`config.mk`:
```
export PLATFORM = sky130hd
export DESIGN_NAME = masked_frame_header_encoder
export DESIGN_NICKNAME = d
export VERILOG_FILES = /design/src/hw/rtl/mfhe_pkg.sv /design/src/hw/rtl/masked_frame_header_encoder.sv /design/src/hw/rtl/mfhe_front.sv /design/src/hw/rtl/mfhe_queue.sv /design/src/hw/rtl/mfhe_back.sv
export SDC_FILE = /design/constraint.sdc
export NUM_CORES = 1
export LEC_CHECK = 0
export BUFFER_PORTS_ARGS = -buffer_cell sky130_fd_sc_hd__buf_4
export CAP_MARGIN = 5
export CORE_MARGIN = 4
export CORE_UTILIZATION = 39
export CTS_CLUSTER_SIZE = 24
export DETAILED_ROUTE_END_ITERATION = 7
export PLACE_DENSITY = 0.67
export SLEW_MARGIN = 10
export SYNTH_ARGS = -nofsm -noshare
export SYNTH_HDL_FRONTEND = slang
export SYNTH_HIERARCHICAL = 1
export SYNTH_SLANG_ARGS = --single-unit
export TNS_END_PERCENT = 30
```
`constraint.sdc`:
```
create_clock -name clk -period 2.8 [get_ports clk]
set_clock_uncertainty 0.1 [all_clocks]
set_input_delay 0.14 -clock clk [delete_from_list [all_inputs] [get_ports clk]]
set_output_delay 0.14 -clock clk [all_outputs]
set_load 0.05 [all_outputs]
```
`src/hw/rtl/mfhe_pkg.sv`:
```
// Shared types and constants of the masked frame header encoder.
// Used by the front end, the command queue, the byte sequencer and the top level.
// No dependencies.
package mfhe_pkg;

  localparam logic       MODE_START   = 1'b0;
  localparam logic       MODE_PAYLOAD = 1'b1;

  localparam logic [1:0] ST_OK          = 2'd0;
  localparam logic [1:0] ST_LINK_CLOSED = 2'd1;
  localparam logic [1:0] ST_NO_FRAME    = 2'd2;
  localparam logic [1:0] ST_FRAME_BUSY  = 2'd3;

  localparam logic [15:0] SHORT_LEN_MAX = 16'd125;
  localparam logic [6:0]  LEN16_CODE    = 7'd126;

  localparam int unsigned QDEPTH = 4;
  localparam int unsigned QPTR_W = $clog2(QDEPTH);

  // One queued command: either a finished single result or a whole header.
  typedef struct packed {
    logic        hdr;
    logic [7:0]  byte0;
    logic        done;
    logic [1:0]  status;
    logic [15:0] len;
    logic [31:0] key;
  } cmd_t;

  typedef struct packed {
    logic empty;
    logic full;
  } q_status_t;

endpackage

```
`src/hw/rtl/masked_frame_header_encoder.sv`:
```
// Client-side masked frame encoder. A payload transaction or a rejected
// transaction yields one output byte, and the input side accepts one transaction
// per cycle while the queue is not full; a frame start yields a six-byte header
// (length up to 125) or an eight-byte header (16-bit extended length), which the
// byte sequencer emits one byte per cycle while out_tready is high, so sustained
// output is one byte per cycle with the sequencer as the limit. A four-entry
// command queue lets the front end keep accepting while a header is being sent.
// Data passes the queue, then the output register. No clearing pass is needed
// after reset. Depends on mfhe_pkg, mfhe_front, mfhe_queue and mfhe_back.
module masked_frame_header_encoder (
  input  logic        clk,
  input  logic        rst_n,
  input  logic        cfg_wr_en,
  input  logic        cfg_wr_data,   // link_open
  input  logic        in_tvalid,
  output logic        in_tready,
  // opcode_in[3:0], rsv_bits[6:4], frame_length[22:7], mask_key[54:23],
  // payload_byte[62:55], zero [63]
  input  logic [63:0] in_tdata,
  input  logic [0:0]  in_tuser,      // mode[0]
  output logic        out_tvalid,
  input  logic        out_tready,
  output logic [7:0]  out_tdata,     // out_byte[7:0]
  output logic        out_tlast,     // frame_done
  output logic [1:0]  out_tuser      // status[1:0]
);

  mfhe_pkg::q_status_t q_stat;
  mfhe_pkg::cmd_t      q_wdata;
  mfhe_pkg::cmd_t      q_rdata;
  logic                q_push;
  logic                q_pop;

  mfhe_front u_front (
    .clk         (clk),
    .rst_n       (rst_n),
    .cfg_wr_en   (cfg_wr_en),
    .cfg_wr_data (cfg_wr_data),
    .in_tvalid   (in_tvalid),
    .in_tready   (in_tready),
    .in_tdata    (in_tdata),
    .in_tuser    (in_tuser),
    .q_stat      (q_stat),
    .q_push      (q_push),
    .q_wdata     (q_wdata)
  );

  mfhe_queue u_queue (
    .clk   (clk),
    .rst_n (rst_n),
    .push  (q_push),
    .wdata (q_wdata),
    .pop   (q_pop),
    .rdata (q_rdata),
    .stat  (q_stat)
  );

  mfhe_back u_back (
    .clk        (clk),
    .rst_n      (rst_n),
    .q_rdata    (q_rdata),
    .q_stat     (q_stat),
    .q_pop      (q_pop),
    .out_tvalid (out_tvalid),
    .out_tready (out_tready),
    .out_tdata  (out_tdata),
    .out_tlast  (out_tlast),
    .out_tuser  (out_tuser)
  );

endmodule

```
`src/hw/rtl/mfhe_front.sv`:
```
// Front end: accepts input transactions, checks them against the frame state
// and turns each into one queue command. Depends on mfhe_pkg.
module mfhe_front (
  input  logic                 clk,
  input  logic                 rst_n,
  input  logic                 cfg_wr_en,
  input  logic                 cfg_wr_data,
  input  logic                 in_tvalid,
  output logic                 in_tready,
  input  logic [63:0]          in_tdata,
  input  logic [0:0]           in_tuser,
  input  mfhe_pkg::q_status_t  q_stat,
  output logic                 q_push,
  output mfhe_pkg::cmd_t       q_wdata
);

  logic        link_open_r;
  logic [31:0] key_store_r,    key_store_nxt;
  logic [15:0] bytes_left_r,   bytes_left_nxt;
  logic [1:0]  key_phase_r,    key_phase_nxt;
  logic        frame_active_r, frame_active_nxt;

  logic [3:0]  opc;
  logic [2:0]  rsv;
  logic [15:0] len;
  logic [31:0] key;
  logic [7:0]  pb;
  logic [7:0]  kb;
  logic [15:0] left_dec;
  logic        accept;

  assign opc = in_tdata[3:0];
  assign rsv = in_tdata[6:4];
  assign len = in_tdata[22:7];
  assign key = in_tdata[54:23];
  assign pb  = in_tdata[62:55];

  assign in_tready = !q_stat.full;
  assign accept    = in_tvalid && in_tready;
  assign q_push    = accept;

  assign kb       = key_store_r[{key_phase_r, 3'b000} +: 8];
  assign left_dec = bytes_left_r - 16'd1;

  always_comb begin
    q_wdata          = '0;
    key_store_nxt    = key_store_r;
    bytes_left_nxt   = bytes_left_r;
    key_phase_nxt    = key_phase_r;
    frame_active_nxt = frame_active_r;
    if (in_tuser[0] == mfhe_pkg::MODE_START) begin
      if (!link_open_r) begin
        q_wdata.status = mfhe_pkg::ST_LINK_CLOSED;
      end else if (frame_active_r) begin
        q_wdata.status = mfhe_pkg::ST_FRAME_BUSY;
      end else begin
        q_wdata.hdr      = 1'b1;
        q_wdata.byte0    = {1'b1, rsv, opc};
        q_wdata.status   = mfhe_pkg::ST_OK;
        q_wdata.len      = len;
        q_wdata.key      = key;
        key_store_nxt    = key;
        bytes_left_nxt   = len;
        key_phase_nxt    = 2'd0;
        frame_active_nxt = (len != 16'd0);
      end
    end else begin
      if (!frame_active_r) begin
        q_wdata.status = mfhe_pkg::ST_NO_FRAME;
      end else begin
        q_wdata.byte0    = pb ^ kb;
        q_wdata.done     = (left_dec == 16'd0);
        q_wdata.status   = mfhe_pkg::ST_OK;
        bytes_left_nxt   = left_dec;
        key_phase_nxt    = key_phase_r + 2'd1;
        frame_active_nxt = (left_dec != 16'd0);
      end
    end
  end

  always_ff @(posedge clk) begin
    if (!rst_n) begin
      link_open_r    <= 1'b0;
      key_store_r    <= '0;
      bytes_left_r   <= '0;
      key_phase_r    <= '0;
      frame_active_r <= 1'b0;
    end else begin
      if (cfg_wr_en) begin
        link_open_r <= cfg_wr_data;
      end
      if (accept) begin
        key_store_r    <= key_store_nxt;
        bytes_left_r   <= bytes_left_nxt;
        key_phase_r    <= key_phase_nxt;
        frame_active_r <= frame_active_nxt;
      end
    end
  end

endmodule

```
`src/hw/rtl/mfhe_queue.sv`:
```
// Short command queue between the front end and the byte sequencer.
// Depends on mfhe_pkg for the command type and depth.
module mfhe_queue (
  input  logic                 clk,
  input  logic                 rst_n,
  input  logic                 push,
  input  mfhe_pkg::cmd_t       wdata,
  input  logic                 pop,
  output mfhe_pkg::cmd_t       rdata,
  output mfhe_pkg::q_status_t  stat
);

  localparam int unsigned CNT_W = $clog2(mfhe_pkg::QDEPTH + 1);

  mfhe_pkg::cmd_t                 mem_r [mfhe_pkg::QDEPTH];
  logic [mfhe_pkg::QPTR_W-1:0]    wr_ptr_r;
  logic [mfhe_pkg::QPTR_W-1:0]    rd_ptr_r;
  logic [CNT_W-1:0]               count_r;
  logic                           do_push;
  logic                           do_pop;

  assign stat.empty = (count_r == '0);
  assign stat.full  = (count_r == CNT_W'(mfhe_pkg::QDEPTH));
  assign do_push    = push && !stat.full;
  assign do_pop     = pop && !stat.empty;
  assign rdata      = mem_r[rd_ptr_r];

  always_ff @(posedge clk) begin
    if (do_push) begin
      mem_r[wr_ptr_r] <= wdata;
    end
  end

  always_ff @(posedge clk) begin
    if (!rst_n) begin
      wr_ptr_r <= '0;
      rd_ptr_r <= '0;
      count_r  <= '0;
    end else begin
      if (do_push) begin
        wr_ptr_r <= wr_ptr_r + 1'b1;
      end
      if (do_pop) begin
        rd_ptr_r <= rd_ptr_r + 1'b1;
      end
      if (do_push && !do_pop) begin
        count_r <= count_r + 1'b1;
      end else if (do_pop && !do_push) begin
        count_r <= count_r - 1'b1;
      end
    end
  end

endmodule

```
`src/hw/rtl/mfhe_back.sv`:
```
// Byte sequencer: takes commands from the queue and drives the output register,
// spreading a header over six or eight bytes. Depends on mfhe_pkg.
module mfhe_back (
  input  logic                 clk,
  input  logic                 rst_n,
  input  mfhe_pkg::cmd_t       q_rdata,
  input  mfhe_pkg::q_status_t  q_stat,
  output logic                 q_pop,
  output logic                 out_tvalid,
  input  logic                 out_tready,
  output logic [7:0]           out_tdata,
  output logic                 out_tlast,
  output logic [1:0]           out_tuser
);

  logic        out_valid_r, out_valid_nxt;
  logic [7:0]  out_byte_r,  out_byte_nxt;
  logic        out_last_r,  out_last_nxt;
  logic [1:0]  out_stat_r,  out_stat_nxt;
  logic        hdr_active_r, hdr_active_nxt;
  logic [2:0]  step_r,      step_nxt;
  logic [15:0] len_r,       len_nxt;
  logic [31:0] key_r,       key_nxt;

  logic        advance;
  logic        long_len;
  logic [2:0]  last_step;
  logic [1:0]  key_idx;
  logic [7:0]  hdr_byte;

  assign advance   = !out_valid_r || out_tready;
  assign q_pop     = advance && !hdr_active_r && !q_stat.empty;
  assign long_len  = (len_r > mfhe_pkg::SHORT_LEN_MAX);
  assign last_step = long_len ? 3'd7 : 3'd5;
  assign key_idx   = long_len ? 2'(step_r - 3'd4) : 2'(step_r - 3'd2);

  // Header bytes after the first: length byte, optional extended length, key.
  always_comb begin
    if (step_r == 3'd1) begin
      hdr_byte = long_len ? {1'b1, mfhe_pkg::LEN16_CODE} : {1'b1, len_r[6:0]};
    end else if (long_len && step_r == 3'd2) begin
      hdr_byte = len_r[15:8];
    end else if (long_len && step_r == 3'd3) begin
      hdr_byte = len_r[7:0];
    end else begin
      hdr_byte = key_r[{key_idx, 3'b000} +: 8];
    end
  end

  always_comb begin
    out_valid_nxt  = out_valid_r;
    out_byte_nxt   = out_byte_r;
    out_last_nxt   = out_last_r;
    out_stat_nxt   = out_stat_r;
    hdr_active_nxt = hdr_active_r;
    step_nxt       = step_r;
    len_nxt        = len_r;
    key_nxt        = key_r;
    if (advance) begin
      if (hdr_active_r) begin
        out_valid_nxt = 1'b1;
        out_byte_nxt  = hdr_byte;
        out_stat_nxt  = mfhe_pkg::ST_OK;
        out_last_nxt  = (step_r == last_step) && (len_r == 16'd0);
        step_nxt      = step_r + 3'd1;
        if (step_r == last_step) begin
          hdr_active_nxt = 1'b0;
        end
      end else if (!q_stat.empty) begin
        out_valid_nxt = 1'b1;
        out_byte_nxt  = q_rdata.byte0;
        out_last_nxt  = q_rdata.done;
        out_stat_nxt  = q_rdata.status;
        if (q_rdata.hdr) begin
          hdr_active_nxt = 1'b1;
          step_nxt       = 3'd1;
          len_nxt        = q_rdata.len;
          key_nxt        = q_rdata.key;
        end
      end else begin
        out_valid_nxt = 1'b0;
      end
    end
  end

  always_ff @(posedge clk) begin
    if (!rst_n) begin
      out_valid_r  <= 1'b0;
      hdr_active_r <= 1'b0;
      step_r       <= '0;
    end else begin
      out_valid_r  <= out_valid_nxt;
      hdr_active_r <= hdr_active_nxt;
      step_r       <= step_nxt;
    end
    out_byte_r <= out_byte_nxt;
    out_last_r <= out_last_nxt;
    out_stat_r <= out_stat_nxt;
    len_r      <= len_nxt;
    key_r      <= key_nxt;
  end

  assign out_tvalid = out_valid_r;
  assign out_tdata  = out_byte_r;
  assign out_tlast  = out_last_r;
  assign out_tuser  = out_stat_r;

endmodule
```
==> reports/metrics.cfg, run 1 <==
[global_route]
top_usage_layer=met2
antenna_found_initial=2
met1_usage_pct=24.3
use_met2_pct=28.3
overflow=0
grtUsageTotal_pct=17.2
grt_max_degree=51
grt_first_pass_wirelength_mm=55.5
first_global_vias=9240
grt.met3_usage_pct=2.12

[drt]
viasPerCell=5.40
drt-total-wl_mm=36.2
first_pass_iters=5
dr_total_vias=9147
drc_errors=0
antenna_left=0
drt_iter0_drc=813
wl_per_cell_um=21.4

[yosys]
synth_cell_types=77
ys_ff_latch=365
ys_warn_count=6
yosysTopAreaCell=edfxtp_1
synth_enable_flop_cells=299
ys_seq_area_share_pct=67.1
synthMostInstantiatedCell=edfxtp_1
ys_async_sr_fraction_pct=0
synth.cell_area_um2=15400
synth_common_cells=edfxtp_1, nand2_1, mux4_2
synth_top_area_share_pct=58.5
synth_cells=993
synth_ff_type=edfxtp_1
synthTopCellsByArea=edfxtp_1, mux4_2, dfxtp_1, nand2_1, and3_1
synthesis.nets=1077
synth_area_per_cell_um2=15.5

[worst_setup_path]
rrSetupSlack_ns=0.06
crit_arrival_ns=2.92
start_kind=flip-flop
r2r-end=u_back/out_tdata[4]$_DFFE_PP_
cpMaxStageDelayCell=or4_2
crit_fanout=4
r2r_start=u_back/len_r[13]$_DFFE_PP_
critPathMaxStageDelay_ns=0.69
crit_type=flip-flop to flip-flop
crit_path_end_kind=flip-flop
path_cells=or4_4, or4_2, nor2_1, buf_4, o211a_1, o22ai_1, a21o_1
required_ns=2.98
crit_start=u_back/len_r[13]$_DFFE_PP_
ff2ff_path_depth=7
crit_path_end=u_back/out_tdata[4]$_DFFE_PP_

[floorplan]
rows=72
dieArea_um2=42600
start_util_pct=39.5
die_w_um=206
core_area_um2=38800
die-height_um=206
ioPinCount=84

[sta]
hold_ws_ns=0.0271
tightest_slew_ns=1.07
finalWorstSetupSlack_ns=0.0590
setup_tns_ns=0
maxSlewViolCount=0
setup_viol=0
hold_viol=0
relSlewSlack_pct=28.2
post-route-period-util_pct=97.9
clock.fmax_ghz=0.365
period_minus_slack_ns=2.74

[place]
post-dp-hpwl_mm=23.8
portBuffers=82
gp_congestion=0.837
place_ws_ns=0.0401

[finish]
final_nets=1231
nFillCells=3250
drive_gt1_share_pct=23.3
syn2layout_area_growth_pct=20.2
final_util_pct=47.5

[pwr]
leakagePower_nw=6.40
p_total_mw=16.5
vdd_drop_max_mv=0.472
powerDensity_nw_per_um2=897

[clock_tree]
htree_levels=2
numCtsBuffers=37
clock_tree.buffer_depth=3
cts_tree=done
clock_sinks=365
clock_latency_ns=0.53
cts_setup_buffers=0
root_buffer=clkbuf_16
clkTransAtPathRegs_ns=0.06

[outcome]
status=complete, no violations

[job]
max_cap_viol_count=0

[hold_path]
holdCritPathClass=input pin to flip-flop

## final cells by class
cell class | instances | area [µm²] | area share, %
well taps | 518 | 648 | 3.51
diodes | 1 | 2.50 | 0.0136
inverters | 20 | 75.1 | 0.407
multi-input cells | 545 | 4540 | 24.6
flip-flops and latches | 365 | 10300 | 55.8
clock inverters | 21 | 278 | 1.51
repair buffers | 178 | 1600 | 8.65
clock buffers | 47 | 1010 | 5.45
## critical path: cells and delay by family (launching register included)
family	cells	cell delay, ns
AND/OR/NAND/NOR	3	1.46
AO/OA/AOI/OAI	3	0.38
buffers and inverters	1	0.15
flip-flops	1	0.41
## cells in the final DEF (no fill, tap or decap), drive strengths merged, types with 13 or more instances in the layout
master,synthesis,layout
a21oi,50,50
and2,13,13
and3,50,50
buf,22,119
clkbuf,40,47
dfxtp,66,66
dlygate4sd3,0,59
edfxtp,299,299
inv,18,21
mux4,75,75
nand2,101,101
nor2,45,45
nor2b,13,13
o21ai,32,32
## what timing repair did
action	4_1_cts	5_1_grt
endpoints found under the hold margin	276	0
resized for setup	0	1
hold buffers	59	0
endpoints found under the setup margin	0	4
## state kept, by name, indices dropped and copies added (netlist names), 3 cells and up, named ones only
register	count
u_back/key_r	32
u_front/key_store_r	32
u_queue/mem_r	240
u_front/bytes_left_r	16
u_back/out_tdata	8
u_back/len_r	16
u_queue/count_r	3
u_back/step_r	3
## stage by stage
step,area [µm²],cells
floorplan,15400,993
global placement,16600,1567
detailed placement,16600,1567
CTS,18400,1694
global route,18500,1695
finish,18500,1695
## report_power, final
group / leakage (nW) / total [mW] / internal (mW) / switching, mW
Clock: 0.606 / 5.13 / 3.12 / 2.01
Sequential: 3.39 / 7.52 / 7.06 / 0.455
Combinational: 2.40 / 3.90 / 1.66 / 2.23
Total: 6.40 / 16.5 / 11.9 / 4.69
## worst min-delay path by stage
stage                      startpoint                                to  slack [ns]  depth (start not counted)
final                     in_tdata[2]    u_queue/mem_r[1][53]$_DFFE_PP_        0.03                          3
after global routing      in_tdata[5]    u_queue/mem_r[2][56]$_DFFE_PP_        0.02                          3
after CTS                 in_tdata[5]    u_queue/mem_r[2][56]$_DFFE_PP_       0.003                          3
after detailed placement  cfg_wr_data  u_front/link_open_r$_SDFFE_PN0P_        0.30                          3
after global placement    cfg_wr_data  u_front/link_open_r$_SDFFE_PN0P_        0.28                          3
after floorplan                 rst_n     u_back/step_r[1]$_SDFFE_PN0P_        0.16                          1
## cell families (layout without fill, tap and decap cells)
group | Yosys count | in the layout | synth area share, %
AOI/OAI and AO/OA | 155 | 155 | 6.57
and+or+nand+nor | 286 | 286 | 9.70
adders and majority gates | 13 | 13 | 1.11
xor gates and xnor gates | 12 | 12 | 0.685
DFF | 365 | 365 | 67.1
other | 0 | 1 | 0
buffers and inverters | 83 | 266 | 3.42
muxes | 79 | 79 | 11.4
## per-layer routing
metal  share of wire (%)  vias to the layer above
met5                   0                        -
met4                 2.2                        0
met3                 5.4                       51
met2                  49                      296
met1                  44                     4618
li1                    -                     4182
Note: power is estimated with default switching activity, not from simulation.
==> inputs of run 2 (changes only) <==
--- a/config.mk
+++ b/config.mk
@@ -15,6 +15,5 @@
 export SLEW_MARGIN = 10
 export SYNTH_ARGS = -nofsm -noshare
 export SYNTH_HDL_FRONTEND = slang
-export SYNTH_HIERARCHICAL = 1
 export SYNTH_SLANG_ARGS = --single-unit
 export TNS_END_PERCENT = 30
==> run 2 against run 1 <==
Against the previous run:
- critical path depth unchanged
- register-to-register slack improved by 0.15 ns
- core utilization increased by 0.76 points
- largest power group unchanged
- die area decreased by 2.1%
==> reports/metrics.cfg, run 2 <==
[worst_setup_path]
crit_type=flip-flop to flip-flop
crit_path_end_kind=flip-flop
crit_fanout=7  ; +3
crit_arrival_ns=2.75  ; -0.17 ns
start_kind=flip-flop
required_ns=2.96  ; -0.02 ns

[floorplan]
core_area_um2=37800  ; -2.5%
rows=71  ; -1.4%
die-height_um=204  ; -1.1%
ioPinCount=84  ; unchanged
dieArea_um2=41700  ; -2.1%
start_util_pct=39.7  ; +0.13 points
die_w_um=204  ; -1.1%

[clock_tree]
cts_setup_buffers=0  ; unchanged
clock_tree.buffer_depth=3  ; unchanged
htree_levels=2  ; unchanged
clkTransAtPathRegs_ns=0.06  ; about the same
root_buffer=clkbuf_16
cts_tree=done
clock_latency_ns=0.53  ; about the same
clock_sinks=365  ; unchanged
numCtsBuffers=36  ; -2.7%

[pwr]
powerDensity_nw_per_um2=884  ; -1.4%
power_frac_comb_pct=22.7  ; -0.8 points
leakagePower_nw=6.19  ; -3.4%
p_total_mw=16.2  ; -2.4%
power_frac_clock_pct=32.5  ; +1.5 points
p_int_mw=11.7  ; -1.2%
vdd_drop_max_mv=0.413  ; -13%
sw_frac_of_total_pct=27.5  ; -0.83 points
switching_power_mw=4.45  ; -5.2%
p_seq_share_pct=44.8  ; -0.6 points

[finish]
reg_top3=u_queue.mem_r (240), u_back.key_r (32), u_front.key_store_r (32)
layout_common_cells=edfxtp_1, nand2_1, buf_4
seq_area_um2=10300  ; unchanged
drive_gt1_share_pct=22.9  ; -0.41 points
syn2layout_area_growth_pct=21.7
multi_input_area_um2=4420  ; -2.6%
largest_register_ffs=240  ; unchanged
final_common_cell=edfxtp_1
diodes=0  ; -1
regMostFlops=u_queue.mem_r
nFillCells=3180  ; -2.2%
final_nets=1219  ; -0.97%

[place]
gp_congestion=0.841  ; +0.45%
post-dp-hpwl_mm=22.9  ; -3.8%
place_ws_ns=0.106  ; +0.0657 ns
portBuffers=82  ; unchanged

[drt]
wl_per_cell_um=21.1  ; -1.4%
viasPerCell=5.40  ; about the same
antenna_left=0  ; unchanged
dr_total_vias=9032  ; -1.3%
drt-total-wl_mm=35.2  ; -2.7%
first_pass_iters=5  ; unchanged
drc_errors=0  ; unchanged
drt_iter0_drc=789  ; -3.0%

[sta]
clock.fmax_ghz=0.386  ; +5.8%
tightest_slew_ns=1.08  ; +0.00927 ns
post-route-period-util_pct=92.5  ; -5.4 points
rsz0062_at_grt=no
maxSlewViolCount=0  ; unchanged
setup_viol=0  ; unchanged
relSlewSlack_pct=27.6  ; -0.57 points
period_minus_slack_ns=2.59  ; -0.150 ns
hold_viol=0  ; unchanged
finalWorstSetupSlack_ns=0.209  ; +0.150 ns

[job]
max_cap_viol_count=0  ; unchanged

[yosys]
synthesis.nets=1070  ; -0.65%
ys_async_sr_fraction_pct=0  ; unchanged
synth_enable_flop_cells=299  ; unchanged
synth_cell_types=63  ; -18%
ys_warn_count=0  ; -6
synthMostInstantiatedCell=edfxtp_1
yosysTopAreaCell=edfxtp_1
synth.cell_area_um2=15000  ; -2.2%
ys_ff_latch=365  ; unchanged
synth_cells=986  ; -0.70%
synth_area_per_cell_um2=15.2  ; -1.5%
ys_seq_area_share_pct=68.6  ; +1.5 points
synth_common_cells=edfxtp_1, nand2_1, mux4_2
synth_top_area_share_pct=59.8  ; +1.3 points
synthTopCellsByArea=edfxtp_1, mux4_2, dfxtp_1, nand2_1, and3_1
synth_ff_type=edfxtp_1

[global_route]
first_global_vias=8999  ; -2.6%
grt_first_pass_wirelength_mm=54.3  ; -2.2%
grtUsageTotal_pct=16.9  ; -0.28 points
antenna_found_initial=0  ; -2
grt_max_degree=61  ; +20%
overflow=0  ; unchanged

[hold_path]
holdCritPathClass=input pin to flip-flop

[outcome]
status=complete, no violations

==> run 2: cell count changes after synthesis, moves of 5 or more <==
cell	delta
a21oi_1	+12
mux4_1	-7
a211oi_1	-5
and3_1	+7
nand2_1	+12
clkbuf_1	+11
clkbuf_8	-5
nor2_1	-5
a22oi_1	+6
buf_12	-6
mux4_2	+8
nor2b_1	-6
==> run 2: worst paths after layout <==
check,startpoint,end,slack (ns),cells past startpoint
setup / recovery,u_front.bytes_left_r[0]$_SDFFE_PN0P_,u_queue.mem_r[0][50]$_DFFE_PP_,0.21,7
setup reg to reg,u_front.bytes_left_r[0]$_SDFFE_PN0P_,u_queue.mem_r[0][50]$_DFFE_PP_,0.21,7
hold reg to reg,u_front.key_store_r[9]$_SDFFE_PN0P_,u_front.key_store_r[9]$_SDFFE_PN0P_,0.35,2
hold / removal,in_tvalid,u_front.frame_active_r$_SDFFE_PN0P_,0.03,4
==> run 2: area by class of cell <==
type	count	area share, %
clock inverter	18	1.71
inverter	15	0.308
multi-input combinational	543	24.2
sequential	365	56.4
timing repair buffer	174	8.45
tap	511	3.50
clock buffer	47	5.44
==> run 2: metal layers <==
metal / part of all wire (%) / vias up / global-route usage (%) / wire [µm]
met3: 6.1 / 61 / 2.28 / 2130
met5: 0 / - / 0 / 0
met4: 2.9 / 0 / 5.41 / 1030
met2: 49 / 315 / 27.1 / 17200
li1: - / 4124 / - / -
met1: 42 / 4532 / 24.0 / 14900
==> run 2: kinds of logic after synthesis <==
kind of cell	share of synthesized area [%]
multiplexers	11.6
AND/OR/NAND/NOR	9.37
buffers and inverters	2.12
AO/OA/AOI/OAI	6.25
flip-flops	68.6
XOR/XNOR	0.933
adder cells (fa/ha/maj)	1.13
==> run 2: per-stage QoR <==
stage               utilization [%]  TNS [ns]  hold WS [ns]  cell area [µm²]  instances
floorplan                         -    -44.98         0.176            15000        986
global placement               43.2         0         0.283            16400       1548
detailed placement             43.2         0         0.287            16400       1548
CTS                            48.2         0        0.0146            18300       1673
global route                   48.3         0        0.0629            18300       1673
finish                         48.3         0        0.0283            18300       1673
==> run 2: critical path, cell delays in order (launching register included) <==
cell and delay [ns]:
dfxtp_1 0.33, inv_1 0.10, ha_1 0.17, or4b_1 0.65, nor4_2 0.30, xnor2_1 0.18, nand4_1 0.12, nor3b_1 0.41
==> run 2: power groups by stage <==
stage	clock [mW]	combinational [mW]	sequential, mW
floorplan	0	2.18	7.54
global placement	0	3.61	7.32
detailed placement	0	3.64	7.35
CTS	5.35	3.71	7.24
global route	5.59	3.97	7.30
finish	5.26	3.66	7.23
==> run 2: repair_timing <==
action / 4_1_cts / 5_1_grt
endpoints found under the setup margin: 0 / 9
hold endpoints to repair: 262 / 0
hold buffers: 60 / 0
gates resized for setup: 0 / 2
==> inputs of run 3 (changes only) <==
--- a/config.mk
+++ b/config.mk
@@ -5,6 +5,7 @@
 export SDC_FILE = /design/constraint.sdc
 export NUM_CORES = 1
 export LEC_CHECK = 0
+export ABC_AREA = 1
 export BUFFER_PORTS_ARGS = -buffer_cell sky130_fd_sc_hd__buf_4
 export CAP_MARGIN = 5
 export CORE_MARGIN = 4
==> run 3 against run 2 <==
Against the previous run:
- first-iteration DRC count is 35% higher
- worst setup slack improved by 0.041 ns
- maximum frequency rose by 1.6%
- clock power down 15%
- routed wire length up 10%
- sequential power grew 1%
- cell count is 29% higher
- cell area grew 1.9%
- combinational power up 30%
- global-route usage grew 0.27 points
==> reports/metrics.cfg, run 3 <==
[outcome]
status=complete, no violations

[pwr]
powerDensity_nw_per_um2=887  ; +0.39%
p_int_mw=10.9  ; -6.9%
switching_power_mw=5.62  ; +26%
power_frac_clock_pct=27.0  ; -5.5 points
sw_frac_of_total_pct=34.0  ; +6.5 points
power_frac_comb_pct=28.7  ; +6.0 points
vdd_drop_max_mv=0.556  ; +35%
p_total_mw=16.5  ; +2.3%
p_seq_share_pct=44.3  ; -0.5 points
leakagePower_nw=7.14  ; +15%

[worst_setup_path]
required_ns=3.12  ; +0.16 ns
critPathMaxStageDelay_ns=0.58  ; -0.07 ns
cpMaxStageDelayCell=dlygate4sd3_1
crit_type=flip-flop to flip-flop
crit_fanout=25  ; +18
crit_path_end_kind=flip-flop
start_kind=flip-flop
critPathBufInv=3  ; +2
crit_top_cell=nand2_2
critical_path.top_delay_family=buffers and inverters
crit_arrival_ns=2.87  ; +0.12 ns
path_cells=nor2_1, nand2_2, nand2_2, inv_2, nand3_2, buf_4, o21ai_0, dlygate4sd3_1, a21oi_1

[drt]
first_pass_iters=5  ; unchanged
wl_per_cell_um=18.0  ; -14%
viasPerCell=5.20  ; -3.7%
dr_total_vias=11200  ; +24%
drt-total-wl_mm=38.8  ; +10%
antenna_left=0  ; unchanged
drc_errors=0  ; unchanged
drt_iter0_drc=1062  ; +35%

[finish]
final_area_um2=18600  ; +1.9%
final_common_cell=edfxtp_1
final_util_pct=47.8  ; -0.45 points
final_nets=1692  ; +39%
largest_register_ffs=240  ; unchanged
reg_top3=u_queue.mem_r (240), u_back.key_r (32), u_front.key_store_r (32)
syn2layout_area_growth_pct=20.3
layout_common_cells=edfxtp_1, nor2_1, o21ai_0
regMostFlops=u_queue.mem_r
layout.cells.non_filler=2151  ; +29%
drive_gt1_share_pct=12.3  ; -11 points
nFillCells=3466  ; +9.0%

[yosys]
synthMostInstantiatedCell=edfxtp_1
synth_common_cells=edfxtp_1, nor2_1, o21ai_0
synth_cells=1459  ; +48%
synth-compound-area-share_pct=13.2  ; +6.9 points
synthXorXnorAreaFrac_pct=0.170  ; -0.76 points
synth_simple_gate_area_share_pct=13.0  ; +3.7 points
synth_cell_types=41  ; -35%
synth_top_family_by_area=compound AO/OA/AOI/OAI gates
synth_top_area_share_pct=58.0  ; -1.8 points
ys_seq_area_share_pct=66.6  ; -2.0 points
synthAdderAreaFrac_pct=1.10  ; -0.033 points
ys_async_sr_fraction_pct=0  ; unchanged
synth_area_per_cell_um2=10.6  ; -30%
ys_ff_latch=365  ; unchanged
yosysTopAreaCell=edfxtp_1
synth.cell_area_um2=15500  ; +3.0%
synthesis.nets=1543  ; +44%
synth_mux_area_share_pct=0.388  ; -11 points
ys_warn_count=0  ; unchanged
synthTopCellsByArea=edfxtp_1, dfxtp_1, o21ai_0, nor2_1, nand2_1
synth_enable_flop_cells=299  ; unchanged
synth_ff_type=edfxtp_1

[sta]
clock.fmax_ghz=0.392  ; +1.6%
period_minus_slack_ns=2.55  ; -0.0411 ns
setup_viol=0  ; unchanged
finalWorstSetupSlack_ns=0.250  ; +0.0411 ns
hold_viol=0  ; unchanged
tightest_slew_ns=0.720  ; -0.363 ns
post-route-period-util_pct=91.1  ; -1.5 points
relSlewSlack_pct=52.0  ; +24 points
setup_tns_ns=0  ; unchanged
maxSlewViolCount=0  ; unchanged
rsz0062_at_grt=no
hold_ws_ns=0.0156  ; -0.0128 ns

[global_route]
antenna_found_initial=1  ; +1
overflow=0  ; unchanged
grt_first_pass_wirelength_mm=58.9  ; +8.6%
first_global_vias=10600  ; +18%
grtUsageTotal_pct=17.1  ; +0.27 points
grt_max_degree=62  ; +1.6%

[floorplan]
rows=72  ; +1.4%
core_area_um2=38900  ; +2.8%
dieArea_um2=42900  ; +2.9%
ioPinCount=84  ; unchanged
die-height_um=207  ; +1.4%
start_util_pct=39.8  ; +0.079 points
die_w_um=207  ; +1.4%

[clock_tree]
cts_tree=done
root_buffer=clkbuf_16
numCtsBuffers=36  ; unchanged
ctsHoldBuffers=72  ; +20%
clkTransAtPathRegs_ns=0.06  ; about the same
clock_sinks=365  ; unchanged
clock_latency_ns=0.53  ; about the same
ctsResizeCount=0  ; unchanged
cts_setup_buffers=0  ; unchanged
htree_levels=2  ; unchanged
clock_tree.buffer_depth=3  ; unchanged

[place]
placed_cells=2016  ; +30%
place_ws_ns=0.422  ; +0.316 ns
portBuffers=82  ; unchanged
post-dp-hpwl_mm=24.4  ; +6.4%
place_area_um2=16800  ; +2.8%
gp_congestion=0.878  ; +4.4%

[hold_path]
holdCritPathClass=input pin to flip-flop

[job]
max_cap_viol_count=0  ; unchanged

run 3: changes by cell type after synthesis, sizes merged, moves of 8 or more:
| cell | previous run | this run |
|---|---|---|
| nand3 | 9 | 58 |
| xnor2 | 13 | 0 |
| inv | 14 | 144 |
| a22oi | 8 | 0 |
| nor2 | 41 | 238 |
| o21ai | 32 | 212 |
| mux4 | 76 | 0 |
| and3 | 57 | 0 |
| a21oi | 62 | 90 |
| o22ai | 12 | 58 |
| nand2 | 114 | 152 |
| and2 | 9 | 0 |
run 3: layer usage:
metal / vias up / part of all wire [%] / track usage, %
met3: 79 / 6.2 / 2.54
met5: - / 0.028 / 0
met2: 371 / 48 / 28.3
met4: 2 / 3.3 / 6.48
li1: 5383 / - / -
met1: 5344 / 43 / 23.1
run 3: cells by family after synthesis:
kind of cell               after synthesis
and+or+nand+nor                        473
buffers and inverters                  221
adders and majority gates               13
AOI/OAI and AO/OA                      378
DFF                                    365
muxes                                    6
xor gates and xnor gates                 3
run 3: final timing paths:
check / start / end / slack [ns] / cells past startpoint
worst max register to register: u_queue.count_r[0]$_SDFFE_PN0P_ / u_front.key_store_r[1]$_SDFFE_PN0P_ / 0.25 / 9
worst max-delay path: u_queue.count_r[0]$_SDFFE_PN0P_ / u_front.key_store_r[1]$_SDFFE_PN0P_ / 0.25 / 9
worst min-delay path: rst_n / u_front.key_store_r[6]$_SDFFE_PN0P_ / 0.02 / 3
worst min register to register: u_front.key_store_r[4]$_SDFFE_PN0P_ / u_front.key_store_r[4]$_SDFFE_PN0P_ / 0.35 / 2
run 3: layout make-up:
cell class | count | area, µm² | share of cell area [%]
timing repair buffer | 185 | 1680 | 9.03
sequential | 365 | 10300 | 55.4
multi-input combinational | 873 | 4350 | 23.4
inverter | 147 | 552 | 2.96
tap | 518 | 648 | 3.48
clock inverter | 19 | 148 | 0.793
clock buffer | 43 | 927 | 4.98
antenna | 1 | 2.50 | 0.0134
run 3: power by group through the flow:
stage / Clock [mW] / Combinational [mW] / Sequential [mW]
4_1_cts: 4.53 / 4.75 / 7.31
2_1_floorplan: 0 / 2.77 / 7.63
6_report: 4.46 / 4.75 / 7.31
5_1_grt: 4.75 / 5.21 / 7.38
3_5_place_dp: 0 / 4.65 / 7.42
3_3_place_gp: 0 / 4.57 / 7.41
run 3: tightest hold or removal path, cell delays in order:
cell	delay, ns
buf_4	0.26
o21ai_0	0.14
a21oi_1	0.05
